## src/rtl/core/zopd_pkg.sv

```systemverilog
package zopd_pkg;

   localparam int DIST_W      = 16;
   localparam int STATUS_W    = 8;
   localparam int COUNT_W     = 3;
   localparam int COORD_W     = 3;
   localparam int CSR_INDEX_W = 2;
   localparam int CSR_DATA_W  = 16;

   localparam int CMD_QUEUE_DEPTH = 2;

   localparam logic [COORD_W-1:0] REGION_ROW_BASE = 3'd3;
   localparam logic [COORD_W-1:0] REGION_COL_BASE = 3'd1;
   localparam logic [COORD_W-1:0] FRONT_ROW       = 3'd5;
   localparam logic [COORD_W-1:0] FRONT_COL_A     = 3'd3;
   localparam logic [COORD_W-1:0] FRONT_COL_B     = 3'd4;

   localparam logic OP_SAMPLE = 1'b0;
   localparam logic OP_CLEAR  = 1'b1;

   localparam logic [CSR_INDEX_W-1:0] CSR_MAX_DISTANCE       = 2'd0;
   localparam logic [CSR_INDEX_W-1:0] CSR_MIN_DISTANCE       = 2'd1;
   localparam logic [CSR_INDEX_W-1:0] CSR_SIGNAL_THRESHOLD   = 2'd2;
   localparam logic [CSR_INDEX_W-1:0] CSR_OBSTACLE_THRESHOLD = 2'd3;

   localparam logic [DIST_W-1:0]   MAX_DISTANCE_RESET       = 16'd4000;
   localparam logic [DIST_W-1:0]   MIN_DISTANCE_RESET       = 16'd10;
   localparam logic [STATUS_W-1:0] SIGNAL_THRESHOLD_RESET   = 8'd5;
   localparam logic [DIST_W-1:0]   OBSTACLE_THRESHOLD_RESET = 16'd200;
   localparam logic [DIST_W-1:0]   FRONT_NEAREST_RESET      = {DIST_W{1'b1}};

   typedef struct packed {
      logic               clear;
      logic               qualified;
      logic               in_region;
      logic               in_front;
      logic               last;
      logic [COORD_W-1:0] row;
      logic [COORD_W-1:0] col;
      logic [DIST_W-1:0]  distance;
   } cmd_type;

   typedef enum logic [1:0] {
      BACK_IDLE,
      BACK_SCAN,
      BACK_DRAIN,
      BACK_EMIT
   } back_state_type;

endpackage

```

## src/rtl/core/zopd_ram.sv

```systemverilog
module zopd_ram #(
   parameter int WIDTH = 16,
   parameter int DEPTH = 48
) (
   input  logic                                      clock,
   input  logic                                      wr_en,
   input  logic [((DEPTH > 1) ? $clog2(DEPTH) : 1)-1:0] wr_addr,
   input  logic [WIDTH-1:0]                          wr_data,
   input  logic                                      rd_en,
   input  logic [((DEPTH > 1) ? $clog2(DEPTH) : 1)-1:0] rd_addr,
   output logic [WIDTH-1:0]                          rd_data
);

   logic [WIDTH-1:0] mem_ff [DEPTH];
   logic [WIDTH-1:0] rd_data_ff;

   always_ff @(posedge clock) begin
      if (wr_en) begin
         mem_ff[wr_addr] <= wr_data;
      end
      if (rd_en) begin
         rd_data_ff <= mem_ff[rd_addr];
      end
   end

   assign rd_data = rd_data_ff;

endmodule

```

## src/rtl/core/zopd_front.sv

```systemverilog
module zopd_front
   import zopd_pkg::*;
#(
   parameter int REGION_ROWS = 2,
   parameter int REGION_COLS = 6
) (
   input  logic                   clock,
   input  logic                   reset,
   input  logic                   csr_wr_en,
   input  logic [CSR_INDEX_W-1:0] csr_index,
   input  logic [CSR_DATA_W-1:0]  csr_wr_data,
   input  logic                   req_operation,
   input  logic [COORD_W-1:0]     req_zone_row,
   input  logic [COORD_W-1:0]     req_zone_col,
   input  logic [COUNT_W-1:0]     req_target_count,
   input  logic [DIST_W-1:0]      req_distance_mm,
   input  logic [STATUS_W-1:0]    req_target_status,
   input  logic                   req_last_zone,
   output logic [DIST_W-1:0]      obstacle_threshold,
   output cmd_type                cmd
);

   localparam logic [COORD_W:0] ROW_END = (COORD_W + 1)'(int'(REGION_ROW_BASE) + REGION_ROWS);
   localparam logic [COORD_W:0] COL_END = (COORD_W + 1)'(int'(REGION_COL_BASE) + REGION_COLS);

   logic [DIST_W-1:0]   max_dist_ff,  max_dist_in;
   logic [DIST_W-1:0]   min_dist_ff,  min_dist_in;
   logic [STATUS_W-1:0] signal_ff,    signal_in;
   logic [DIST_W-1:0]   obst_thr_ff,  obst_thr_in;

   logic is_clear;
   logic qualified;
   logic in_region;
   logic in_front;

   always_comb begin
      max_dist_in = max_dist_ff;
      min_dist_in = min_dist_ff;
      signal_in   = signal_ff;
      obst_thr_in = obst_thr_ff;
      if (csr_wr_en) begin
         case (csr_index)
            CSR_MAX_DISTANCE:       max_dist_in = csr_wr_data;
            CSR_MIN_DISTANCE:       min_dist_in = csr_wr_data;
            CSR_SIGNAL_THRESHOLD:   signal_in   = csr_wr_data[STATUS_W-1:0];
            CSR_OBSTACLE_THRESHOLD: obst_thr_in = csr_wr_data;
            default:                max_dist_in = max_dist_ff;
         endcase
      end
   end

   always_ff @(posedge clock) begin
      if (reset) begin
         max_dist_ff <= MAX_DISTANCE_RESET;
         min_dist_ff <= MIN_DISTANCE_RESET;
         signal_ff   <= SIGNAL_THRESHOLD_RESET;
         obst_thr_ff <= OBSTACLE_THRESHOLD_RESET;
      end else begin
         max_dist_ff <= max_dist_in;
         min_dist_ff <= min_dist_in;
         signal_ff   <= signal_in;
         obst_thr_ff <= obst_thr_in;
      end
   end

   // zone classification
   always_comb begin
      is_clear  = (req_operation == OP_CLEAR);
      qualified = (req_target_count != '0)
                  && (req_distance_mm <= max_dist_ff)
                  && (req_distance_mm >= min_dist_ff)
                  && (req_target_status >= signal_ff);
      in_region = (req_zone_row >= REGION_ROW_BASE) && ({1'b0, req_zone_row} < ROW_END)
                  && (req_zone_col >= REGION_COL_BASE) && ({1'b0, req_zone_col} < COL_END);
      in_front  = (req_zone_row == FRONT_ROW)
                  && ((req_zone_col == FRONT_COL_A) || (req_zone_col == FRONT_COL_B));

      cmd.clear     = is_clear;
      cmd.qualified = qualified;
      cmd.in_region = !is_clear && in_region;
      cmd.in_front  = !is_clear && in_front;
      cmd.last      = !is_clear && req_last_zone;
      cmd.row       = req_zone_row;
      cmd.col       = req_zone_col;
      cmd.distance  = req_distance_mm;
   end

   assign obstacle_threshold = obst_thr_ff;

endmodule

```

## src/rtl/core/zopd_queue.sv

```systemverilog
module zopd_queue
   import zopd_pkg::*;
(
   input  logic    clock,
   input  logic    reset,
   input  logic    push,
   input  cmd_type push_data,
   output logic    full,
   input  logic    pop,
   output cmd_type pop_data,
   output logic    empty
);

   localparam int PW = (CMD_QUEUE_DEPTH > 1) ? $clog2(CMD_QUEUE_DEPTH) : 1;
   localparam int CW = $clog2(CMD_QUEUE_DEPTH + 1);
   localparam logic [PW-1:0] LAST_PTR = PW'(CMD_QUEUE_DEPTH - 1);
   localparam logic [CW-1:0] FULL_CNT = CW'(CMD_QUEUE_DEPTH);

   cmd_type         entry_ff [CMD_QUEUE_DEPTH];
   logic [PW-1:0]   wr_ptr_ff, wr_ptr_in;
   logic [PW-1:0]   rd_ptr_ff, rd_ptr_in;
   logic [CW-1:0]   count_ff,  count_in;
   logic            do_push;
   logic            do_pop;

   assign full     = (count_ff == FULL_CNT);
   assign empty    = (count_ff == '0);
   assign do_push  = push && !full;
   assign do_pop   = pop && !empty;
   assign pop_data = entry_ff[rd_ptr_ff];

   always_comb begin
      wr_ptr_in = wr_ptr_ff;
      rd_ptr_in = rd_ptr_ff;
      count_in  = count_ff;
      if (do_push) begin
         wr_ptr_in = (wr_ptr_ff == LAST_PTR) ? '0 : PW'(wr_ptr_ff + 1'b1);
      end
      if (do_pop) begin
         rd_ptr_in = (rd_ptr_ff == LAST_PTR) ? '0 : PW'(rd_ptr_ff + 1'b1);
      end
      if (do_push && !do_pop) begin
         count_in = CW'(count_ff + 1'b1);
      end else if (do_pop && !do_push) begin
         count_in = CW'(count_ff - 1'b1);
      end
   end

   always_ff @(posedge clock) begin
      if (reset) begin
         wr_ptr_ff <= '0;
         rd_ptr_ff <= '0;
         count_ff  <= '0;
      end else begin
         wr_ptr_ff <= wr_ptr_in;
         rd_ptr_ff <= rd_ptr_in;
         count_ff  <= count_in;
      end
   end

   always_ff @(posedge clock) begin
      if (do_push) begin
         entry_ff[wr_ptr_ff] <= push_data;
      end
   end

endmodule

```

## src/rtl/core/zopd_back.sv

```systemverilog
module zopd_back
   import zopd_pkg::*;
#(
   parameter int HISTORY_DEPTH = 4,
   parameter int REGION_ROWS   = 2,
   parameter int REGION_COLS   = 6
) (
   input  logic              clock,
   input  logic              reset,
   input  logic              cmd_empty,
   input  cmd_type           cmd,
   output logic              cmd_pop,
   input  logic [DIST_W-1:0] obstacle_threshold,
   output logic              rsp_empty,
   input  logic              rsp_pop,
   output logic              rsp_obstacle_detected,
   output logic              rsp_front_valid,
   output logic [DIST_W-1:0] rsp_front_distance
);

   localparam int ZONE_COUNT  = REGION_ROWS * REGION_COLS;
   localparam int ENTRY_COUNT = ZONE_COUNT * HISTORY_DEPTH;
   localparam int ZW = (ZONE_COUNT > 1) ? $clog2(ZONE_COUNT) : 1;
   localparam int SW = (HISTORY_DEPTH > 1) ? $clog2(HISTORY_DEPTH) : 1;
   localparam int AW = (ENTRY_COUNT > 1) ? $clog2(ENTRY_COUNT) : 1;
   localparam logic [ZW-1:0] LAST_ZONE = ZW'(ZONE_COUNT - 1);
   localparam logic [SW-1:0] LAST_SLOT = SW'(HISTORY_DEPTH - 1);

   back_state_type state_ff, state_in;

   logic [SW-1:0]         slot_ff [ZONE_COUNT];
   logic [SW-1:0]         slot_in [ZONE_COUNT];
   logic [ZONE_COUNT-1:0] full_ff, full_in;

   logic              front_seen_ff, front_seen_in;
   logic [DIST_W-1:0] front_near_ff, front_near_in;

   logic [ZW-1:0] scan_zone_ff, scan_zone_in;
   logic [SW-1:0] scan_slot_ff, scan_slot_in;
   logic [AW-1:0] scan_addr_ff, scan_addr_in;

   logic          pipe_valid_ff, pipe_valid_in;
   logic [ZW-1:0] pipe_zone_ff,  pipe_zone_in;
   logic          pipe_first_ff, pipe_first_in;
   logic          pipe_last_ff,  pipe_last_in;
   logic          zone_ok_ff,    zone_ok_in;
   logic          obstacle_ff,   obstacle_in;

   logic              rsp_valid_ff,  rsp_valid_in;
   logic              res_obst_ff,   res_obst_in;
   logic              res_fvalid_ff, res_fvalid_in;
   logic [DIST_W-1:0] res_fdist_ff,  res_fdist_in;

   logic              ram_wr_en;
   logic              ram_rd_en;
   logic              start_scan;
   logic              emit;
   logic              res_free;
   logic              scan_done;
   logic [ZW-1:0]     cmd_zone;
   logic [SW-1:0]     cmd_slot;
   logic [AW-1:0]     wr_addr_calc;
   logic [ZW-1:0]     full_idx;
   logic              full_sel;
   logic [DIST_W-1:0] ram_rd_data;
   logic              close;
   logic              zone_ok_cur;
   logic              zone_hit;

   // zone and ring slot of the queued request
   always_comb begin
      cmd_zone     = ZW'(cmd.row - REGION_ROW_BASE) * ZW'(REGION_COLS)
                     + ZW'(cmd.col - REGION_COL_BASE);
      cmd_slot     = slot_ff[cmd_zone];
      wr_addr_calc = AW'(cmd_zone) * AW'(HISTORY_DEPTH) + AW'(cmd_slot);
   end

   assign full_idx  = (state_ff == BACK_IDLE) ? cmd_zone : pipe_zone_ff;
   assign full_sel  = full_ff[full_idx];
   assign res_free  = !rsp_valid_ff || rsp_pop;
   assign scan_done = (scan_zone_ff == LAST_ZONE) && (scan_slot_ff == LAST_SLOT);

   zopd_ram #(
      .WIDTH (DIST_W),
      .DEPTH (ENTRY_COUNT)
   ) u_history (
      .clock   (clock),
      .wr_en   (ram_wr_en),
      .wr_addr (wr_addr_calc),
      .wr_data (cmd.qualified ? cmd.distance : '0),
      .rd_en   (ram_rd_en),
      .rd_addr (scan_addr_ff),
      .rd_data (ram_rd_data)
   );

   // history check of the entry read last cycle
   always_comb begin
      close       = (ram_rd_data != '0) && (ram_rd_data < obstacle_threshold);
      zone_ok_cur = close && (pipe_first_ff || zone_ok_ff);
      zone_hit    = pipe_valid_ff && pipe_last_ff && zone_ok_cur && full_sel;
   end

   always_comb begin
      state_in = state_ff;
      case (state_ff)
         BACK_IDLE: begin
            if (!cmd_empty && cmd.last) begin
               state_in = BACK_SCAN;
            end
         end
         BACK_SCAN: begin
            if (scan_done) begin
               state_in = BACK_DRAIN;
            end
         end
         BACK_DRAIN: begin
            state_in = BACK_EMIT;
         end
         BACK_EMIT: begin
            if (res_free) begin
               state_in = BACK_IDLE;
            end
         end
         default: begin
            state_in = BACK_IDLE;
         end
      endcase
   end

   always_comb begin
      cmd_pop    = 1'b0;
      ram_wr_en  = 1'b0;
      ram_rd_en  = 1'b0;
      start_scan = 1'b0;
      emit       = 1'b0;
      case (state_ff)
         BACK_IDLE: begin
            cmd_pop    = !cmd_empty;
            ram_wr_en  = !cmd_empty && cmd.in_region;
            start_scan = !cmd_empty && cmd.last;
         end
         BACK_SCAN: begin
            ram_rd_en = 1'b1;
         end
         BACK_EMIT: begin
            emit = res_free;
         end
         default: begin
            cmd_pop = 1'b0;
         end
      endcase
   end

   always_comb begin
      slot_in       = slot_ff;
      full_in       = full_ff;
      front_seen_in = front_seen_ff;
      front_near_in = front_near_ff;
      scan_zone_in  = scan_zone_ff;
      scan_slot_in  = scan_slot_ff;
      scan_addr_in  = scan_addr_ff;
      pipe_valid_in = ram_rd_en;
      pipe_zone_in  = scan_zone_ff;
      pipe_first_in = (scan_slot_ff == '0);
      pipe_last_in  = (scan_slot_ff == LAST_SLOT);
      zone_ok_in    = zone_ok_ff;
      obstacle_in   = obstacle_ff;
      rsp_valid_in  = rsp_valid_ff;
      res_obst_in   = res_obst_ff;
      res_fvalid_in = res_fvalid_ff;
      res_fdist_in  = res_fdist_ff;

      if (cmd_pop) begin
         if (cmd.clear) begin
            slot_in = '{default: '0};
            full_in = '0;
         end else if (cmd.in_region) begin
            slot_in[cmd_zone] = (cmd_slot == LAST_SLOT) ? '0 : SW'(cmd_slot + 1'b1);
            if (cmd_slot == LAST_SLOT) begin
               full_in[cmd_zone] = 1'b1;
            end
         end
         if (cmd.in_front && cmd.qualified
             && (!front_seen_ff || (cmd.distance < front_near_ff))) begin
            front_seen_in = 1'b1;
            front_near_in = cmd.distance;
         end
      end

      if (start_scan) begin
         scan_zone_in = '0;
         scan_slot_in = '0;
         scan_addr_in = '0;
         obstacle_in  = 1'b0;
      end

      if (ram_rd_en) begin
         scan_addr_in = AW'(scan_addr_ff + 1'b1);
         if (scan_slot_ff == LAST_SLOT) begin
            scan_slot_in = '0;
            scan_zone_in = ZW'(scan_zone_ff + 1'b1);
         end else begin
            scan_slot_in = SW'(scan_slot_ff + 1'b1);
         end
      end

      if (pipe_valid_ff) begin
         zone_ok_in = zone_ok_cur;
      end
      if (zone_hit) begin
         obstacle_in = 1'b1;
      end

      if (emit) begin
         rsp_valid_in  = 1'b1;
         res_obst_in   = obstacle_ff;
         res_fvalid_in = front_seen_ff;
         res_fdist_in  = front_seen_ff ? front_near_ff : '0;
         front_seen_in = 1'b0;
         front_near_in = FRONT_NEAREST_RESET;
      end else if (rsp_pop) begin
         rsp_valid_in = 1'b0;
      end
   end

   always_ff @(posedge clock) begin
      if (reset) begin
         state_ff      <= BACK_IDLE;
         slot_ff       <= '{default: '0};
         full_ff       <= '0;
         front_seen_ff <= 1'b0;
         front_near_ff <= FRONT_NEAREST_RESET;
         pipe_valid_ff <= 1'b0;
         obstacle_ff   <= 1'b0;
         rsp_valid_ff  <= 1'b0;
      end else begin
         state_ff      <= state_in;
         slot_ff       <= slot_in;
         full_ff       <= full_in;
         front_seen_ff <= front_seen_in;
         front_near_ff <= front_near_in;
         pipe_valid_ff <= pipe_valid_in;
         obstacle_ff   <= obstacle_in;
         rsp_valid_ff  <= rsp_valid_in;
      end
   end

   always_ff @(posedge clock) begin
      scan_zone_ff  <= scan_zone_in;
      scan_slot_ff  <= scan_slot_in;
      scan_addr_ff  <= scan_addr_in;
      pipe_zone_ff  <= pipe_zone_in;
      pipe_first_ff <= pipe_first_in;
      pipe_last_ff  <= pipe_last_in;
      zone_ok_ff    <= zone_ok_in;
      res_obst_ff   <= res_obst_in;
      res_fvalid_ff <= res_fvalid_in;
      res_fdist_ff  <= res_fdist_in;
   end

   assign rsp_empty             = !rsp_valid_ff;
   assign rsp_obstacle_detected = res_obst_ff;
   assign rsp_front_valid       = res_fvalid_ff;
   assign rsp_front_distance    = res_fdist_ff;

endmodule

```

## src/rtl/core/zone_obstacle_persistence_detector_top.sv

```systemverilog
// zone samples and clear requests: one per cycle while the back end is idle, executed from the request queue
// last zone of a frame: history scan of all REGION_ROWS*REGION_COLS*HISTORY_DEPTH entries,
//    one history memory read per cycle, result registered after the scan via DRAIN and EMIT
// no request executes during the scan, the drain, or while the new result waits for the previous one to be read;
//    the 2-entry request queue keeps accepting until full
module zone_obstacle_persistence_detector_top
   import zopd_pkg::*;
#(
   parameter int HISTORY_DEPTH = 4,
   parameter int REGION_ROWS   = 2,
   parameter int REGION_COLS   = 6
) (
   input  logic                   clock,
   input  logic                   reset,
   input  logic                   csr_wr_en,
   input  logic [CSR_INDEX_W-1:0] csr_index,
   input  logic [CSR_DATA_W-1:0]  csr_wr_data,
   input  logic                   push,
   output logic                   full,
   input  logic                   req_operation,
   input  logic [COORD_W-1:0]     req_zone_row,
   input  logic [COORD_W-1:0]     req_zone_col,
   input  logic [COUNT_W-1:0]     req_target_count,
   input  logic [DIST_W-1:0]      req_distance_mm,
   input  logic [STATUS_W-1:0]    req_target_status,
   input  logic                   req_last_zone,
   output logic                   empty,
   input  logic                   pop,
   output logic                   rsp_obstacle_detected,
   output logic                   rsp_front_valid,
   output logic [DIST_W-1:0]      rsp_front_distance
);

   // synchronous active-high reset: thresholds to defaults, histories empty, no result pending

   cmd_type           front_cmd;
   cmd_type           back_cmd;
   logic              cmd_empty;
   logic              cmd_pop;
   logic [DIST_W-1:0] obstacle_threshold;

   zopd_front #(
      .REGION_ROWS (REGION_ROWS),
      .REGION_COLS (REGION_COLS)
   ) u_front (
      .clock              (clock),
      .reset              (reset),
      .csr_wr_en          (csr_wr_en),
      .csr_index          (csr_index),
      .csr_wr_data        (csr_wr_data),
      .req_operation      (req_operation),
      .req_zone_row       (req_zone_row),
      .req_zone_col       (req_zone_col),
      .req_target_count   (req_target_count),
      .req_distance_mm    (req_distance_mm),
      .req_target_status  (req_target_status),
      .req_last_zone      (req_last_zone),
      .obstacle_threshold (obstacle_threshold),
      .cmd                (front_cmd)
   );

   zopd_queue u_queue (
      .clock     (clock),
      .reset     (reset),
      .push      (push),
      .push_data (front_cmd),
      .full      (full),
      .pop       (cmd_pop),
      .pop_data  (back_cmd),
      .empty     (cmd_empty)
   );

   zopd_back #(
      .HISTORY_DEPTH (HISTORY_DEPTH),
      .REGION_ROWS   (REGION_ROWS),
      .REGION_COLS   (REGION_COLS)
   ) u_back (
      .clock                 (clock),
      .reset                 (reset),
      .cmd_empty             (cmd_empty),
      .cmd                   (back_cmd),
      .cmd_pop               (cmd_pop),
      .obstacle_threshold    (obstacle_threshold),
      .rsp_empty             (empty),
      .rsp_pop               (pop),
      .rsp_obstacle_detected (rsp_obstacle_detected),
      .rsp_front_valid       (rsp_front_valid),
      .rsp_front_distance    (rsp_front_distance)
   );

endmodule

```

## config.mk

```make
export PLATFORM = sky130hd
export DESIGN_NAME = zone_obstacle_persistence_detector_top
export DESIGN_NICKNAME = d
export VERILOG_FILES = /design/src/rtl/core/zopd_pkg.sv /design/src/rtl/core/zopd_ram.sv /design/src/rtl/core/zopd_front.sv /design/src/rtl/core/zopd_queue.sv /design/src/rtl/core/zopd_back.sv /design/src/rtl/core/zone_obstacle_persistence_detector_top.sv
export SDC_FILE = /design/constraint.sdc
export NUM_CORES = 1
export LEC_CHECK = 0
export ABC_AREA = 1
export BUFFER_PORTS_ARGS = -buffer_cell sky130_fd_sc_hd__buf_2
export CAP_MARGIN = 15
export CORE_AREA = 3 3 446 271
export CTS_CLUSTER_DIAMETER = 40
export DETAILED_ROUTE_END_ITERATION = 10
export DIE_AREA = 0 0 449 274
export PLACE_DENSITY_LB_ADDON = 0.12
export REMOVE_ABC_BUFFERS = 1
export SYNTH_ARGS = -nofsm -noshare
export SYNTH_HDL_FRONTEND = slang
export SYNTH_SLANG_ARGS = --single-unit
```

## constraint.sdc

```tcl
create_clock -name clock -period 6.4 [get_ports clock]
set_input_delay 1.92 -clock clock [delete_from_list [all_inputs] [get_ports clock]]
set_output_delay 1.92 -clock clock [all_outputs]
set_load 0.01 [all_outputs]
```

==> flow_summary.ini <==
[outcome]
status = completed

[timing]
final.setup.worst_slack_ps = 1280
rsz0062_at_grt = no
min_period_over_period_pct = 80.0
finClkSkew_ps = 35.9
slew_headroom_pct = 20.1
post-route-min-period_ps = 5120
final_max_slew_viol_count = 0
clock.fmax_ghz = 0.195
finalSetupViolCount = 0
worstMarginPinSlew_ps = 1190
hold_viol_final = 0

[run]
drv_cap = 0

[power_and_ir_drop]
cellPowerDensity_mw_per_mm2 = 491
ir_worst_vdd_uv = 476
p_leak_nw = 16.6
power_mw = 23.3

[clock_network]
tritoncts = built
clock_path_buffers = 3
root_buffer = clkbuf_16
post_cts_resized = 0
clk_latency_ps = 750
cts_made_buffers = 116
cts_setup_buffers = 0
path_clk_slew_ps = 60
cts.sink_count = 994
postCtsHoldBufs = 0
htreeDepth = 3

[finish]
largest_register_ffs = 768
drive_gt1_share_pct = 12.3
largest-register = u_back.u_history.mem_ff
fin_util_pct = 40.7
area_growth_pct = 16.1
finalNonFillerCells = 5241
finalInstanceArea_mm2 = 0.0475
final_nets = 3702
largest_registers = u_back.u_history.mem_ff: 768 flops, u_queue.entry_ff: 54 flops, u_back.slot_ff: 24 flops

[synth]
ys_async_sr_fraction_pct = 0
yosysWarnings = 0
synth_top_cell_area_share_pct = 63.4
ys.flop_type = edfxtp_1
synth-seq-area-share_pct = 69.7
synth_cell_types = 48
synth_edf_count = 865
yosysMostFrequentCell = edfxtp_1
synth_seq_cells = 994
mappedNetlistArea_mm2 = 0.0409
yosys-top-cells-count = edfxtp_1, nor2_1, o21ai_0
postSynthAreaPerCell_um2 = 11.8
yosys-top-cells-area = edfxtp_1, dfxtp_1, o21ai_0
synth_top_area_cell = edfxtp_1
syn_inst = 3480

[critical_path]
cp.required_ps = 6740
critPathTopFamily = simple AND/OR/NAND/NOR gates
cp_max_fo = 29
critPathMaxStageDelay_ps = 900
crit_buf_inv = 6
arrival_ps = 5460
startpoint_type = flip-flop
cp_cell_sequence = buf_4 -> o21ai_0 -> inv_1 -> ha_1 -> inv_1 -> ha_1 -> inv_1 -> fa_1 -> xnor2_1 -> nand2_1 -> nand2_1 -> clkinv_1 -> nand2_2 -> nand2_4 -> inv_1 -> nand2_2 -> nand2_4 -> nand3_1 -> nor2_2
crit_top_cell = inv_1
crit_type = reg -> reg
worst_path_max_delay_cell = nor2_2
end_kind = flip-flop

[place]
post-place-ws_ps = 1260
gp_congestion = 0.877
placed_area_mm2 = 0.0434
portBuffers = 77
dp_hpwl_mm = 80.0
placed_cells = 5019

[drt]
num_vias = 27582
ant_nets = 0
wl_per_cell_um = 24.6
drtIter0Drc = 2898
via_per_inst = 5.26
first_pass_iters = 5
route.detailed.drc = 0
routed_wl_mm = 129

[floorplanning]
boundaryPins = 78
core_mm2 = 0.117
die_y_um = 274
die_w_um = 449
rows = 97
die-area_mm2 = 0.123
start_util_pct = 35.1

[global_routing]
grt_max_degree = 191
gr-usage-all-layers_pct = 20.7
antenna_found_initial = 6
grt_pass1_vias = 25928
grt_pass1_wl_mm = 186
grt_overflow = 0

[worst_hold_path]
worst_hold_path_type = reg -> reg
==> layout by cell type (no fill, tap or decap), types with 37 or more instances in the layout <==
cell,instances
nand2_1,328
ha_1,89
buf_4,72
dfxtp_1,129
o22ai_1,116
o221ai_1,71
nor2_1,470
clkbuf_16,118
edfxtp_1,865
inv_1,188
o21ai_0,477
o211ai_1,37
a21oi_1,155
buf_2,77
nand3_1,198
==> metal layers <==
layer	vias to the layer above	routed length [um]	global-route usage, %
met2	952	48800	26.2
met1	13705	64500	32.8
met4	0	1830	3.90
met5	-	0	0
met3	143	13900	7.80
li1	12782	-	-
==> cell type report <==
class | instances | area, um2
Fill cell | 11238 | 69200
Sequential cell | 994 | 28600
Multi-Input combinational cell | 2087 | 11100
Clock buffer | 138 | 3090
Tap cell | 1584 | 1980
Timing Repair Buffer | 155 | 1040
Clock inverter | 79 | 1040
Inverter | 200 | 763
Antenna cell | 4 | 10.0
==> where the power goes <==
part           internal [mW]  switching [mW]  total, mW
logic                   1.73            6.33       8.06
registers               8.01           0.196       8.21
clock network           4.19            2.88       7.06
total                   13.9            9.41       23.3
==> worst reg2reg max path, delay by kind of cell (launching register included) <==
family,cells,cell delay [ps]
AOI/OAI and AO/OA,1,200
xor gates and xnor gates,1,160
adders and majority gates,3,890
buffers and inverters,6,820
DFF,1,360
and+or+nand+nor,8,2290
==> stage by stage <==
| step | hold WS [ps] | TNS (ps) |
|---|---|---|
| global route | 399 | 0 |
| detailed placement | 379 | 0 |
| floorplan | 364 | -112810 |
| global placement | 381 | 0 |
| CTS | 386 | 0 |
| finish | 392 | 0 |
==> final timing paths <==
path	from	end	slack, ps	depth (start not counted)
worst max-delay path	flip-flop	u_back.u_history.mem_ff[7][8]	1280	19
worst min register to register	u_back.pipe_zone_in[3]	u_back.pipe_zone_ff[3]	390	0
worst min-delay path	u_back.pipe_zone_in[3]	u_back.pipe_zone_ff[3]	390	0
worst max register to register	flip-flop	u_back.u_history.mem_ff[7][8]	1280	19
==> cells by family (layout without fill, tap and decap cells) <==
logic type               Yosys count  count (layout)  synth area share, %
XOR/XNOR                           4               4               0.0856
adder cells (fa/ha/maj)           90              90                 2.77
other                              0               4                    0
AND/OR/NAND/NOR                 1113            1113                 11.4
buffers and inverters            399             572                 3.90
multiplexers                       3               3               0.0733
AO/OA/AOI/OAI                    877             877                 12.1
flip-flops                       994             994                 69.7
No activity file was read; power rests on OpenSTA's default activity.
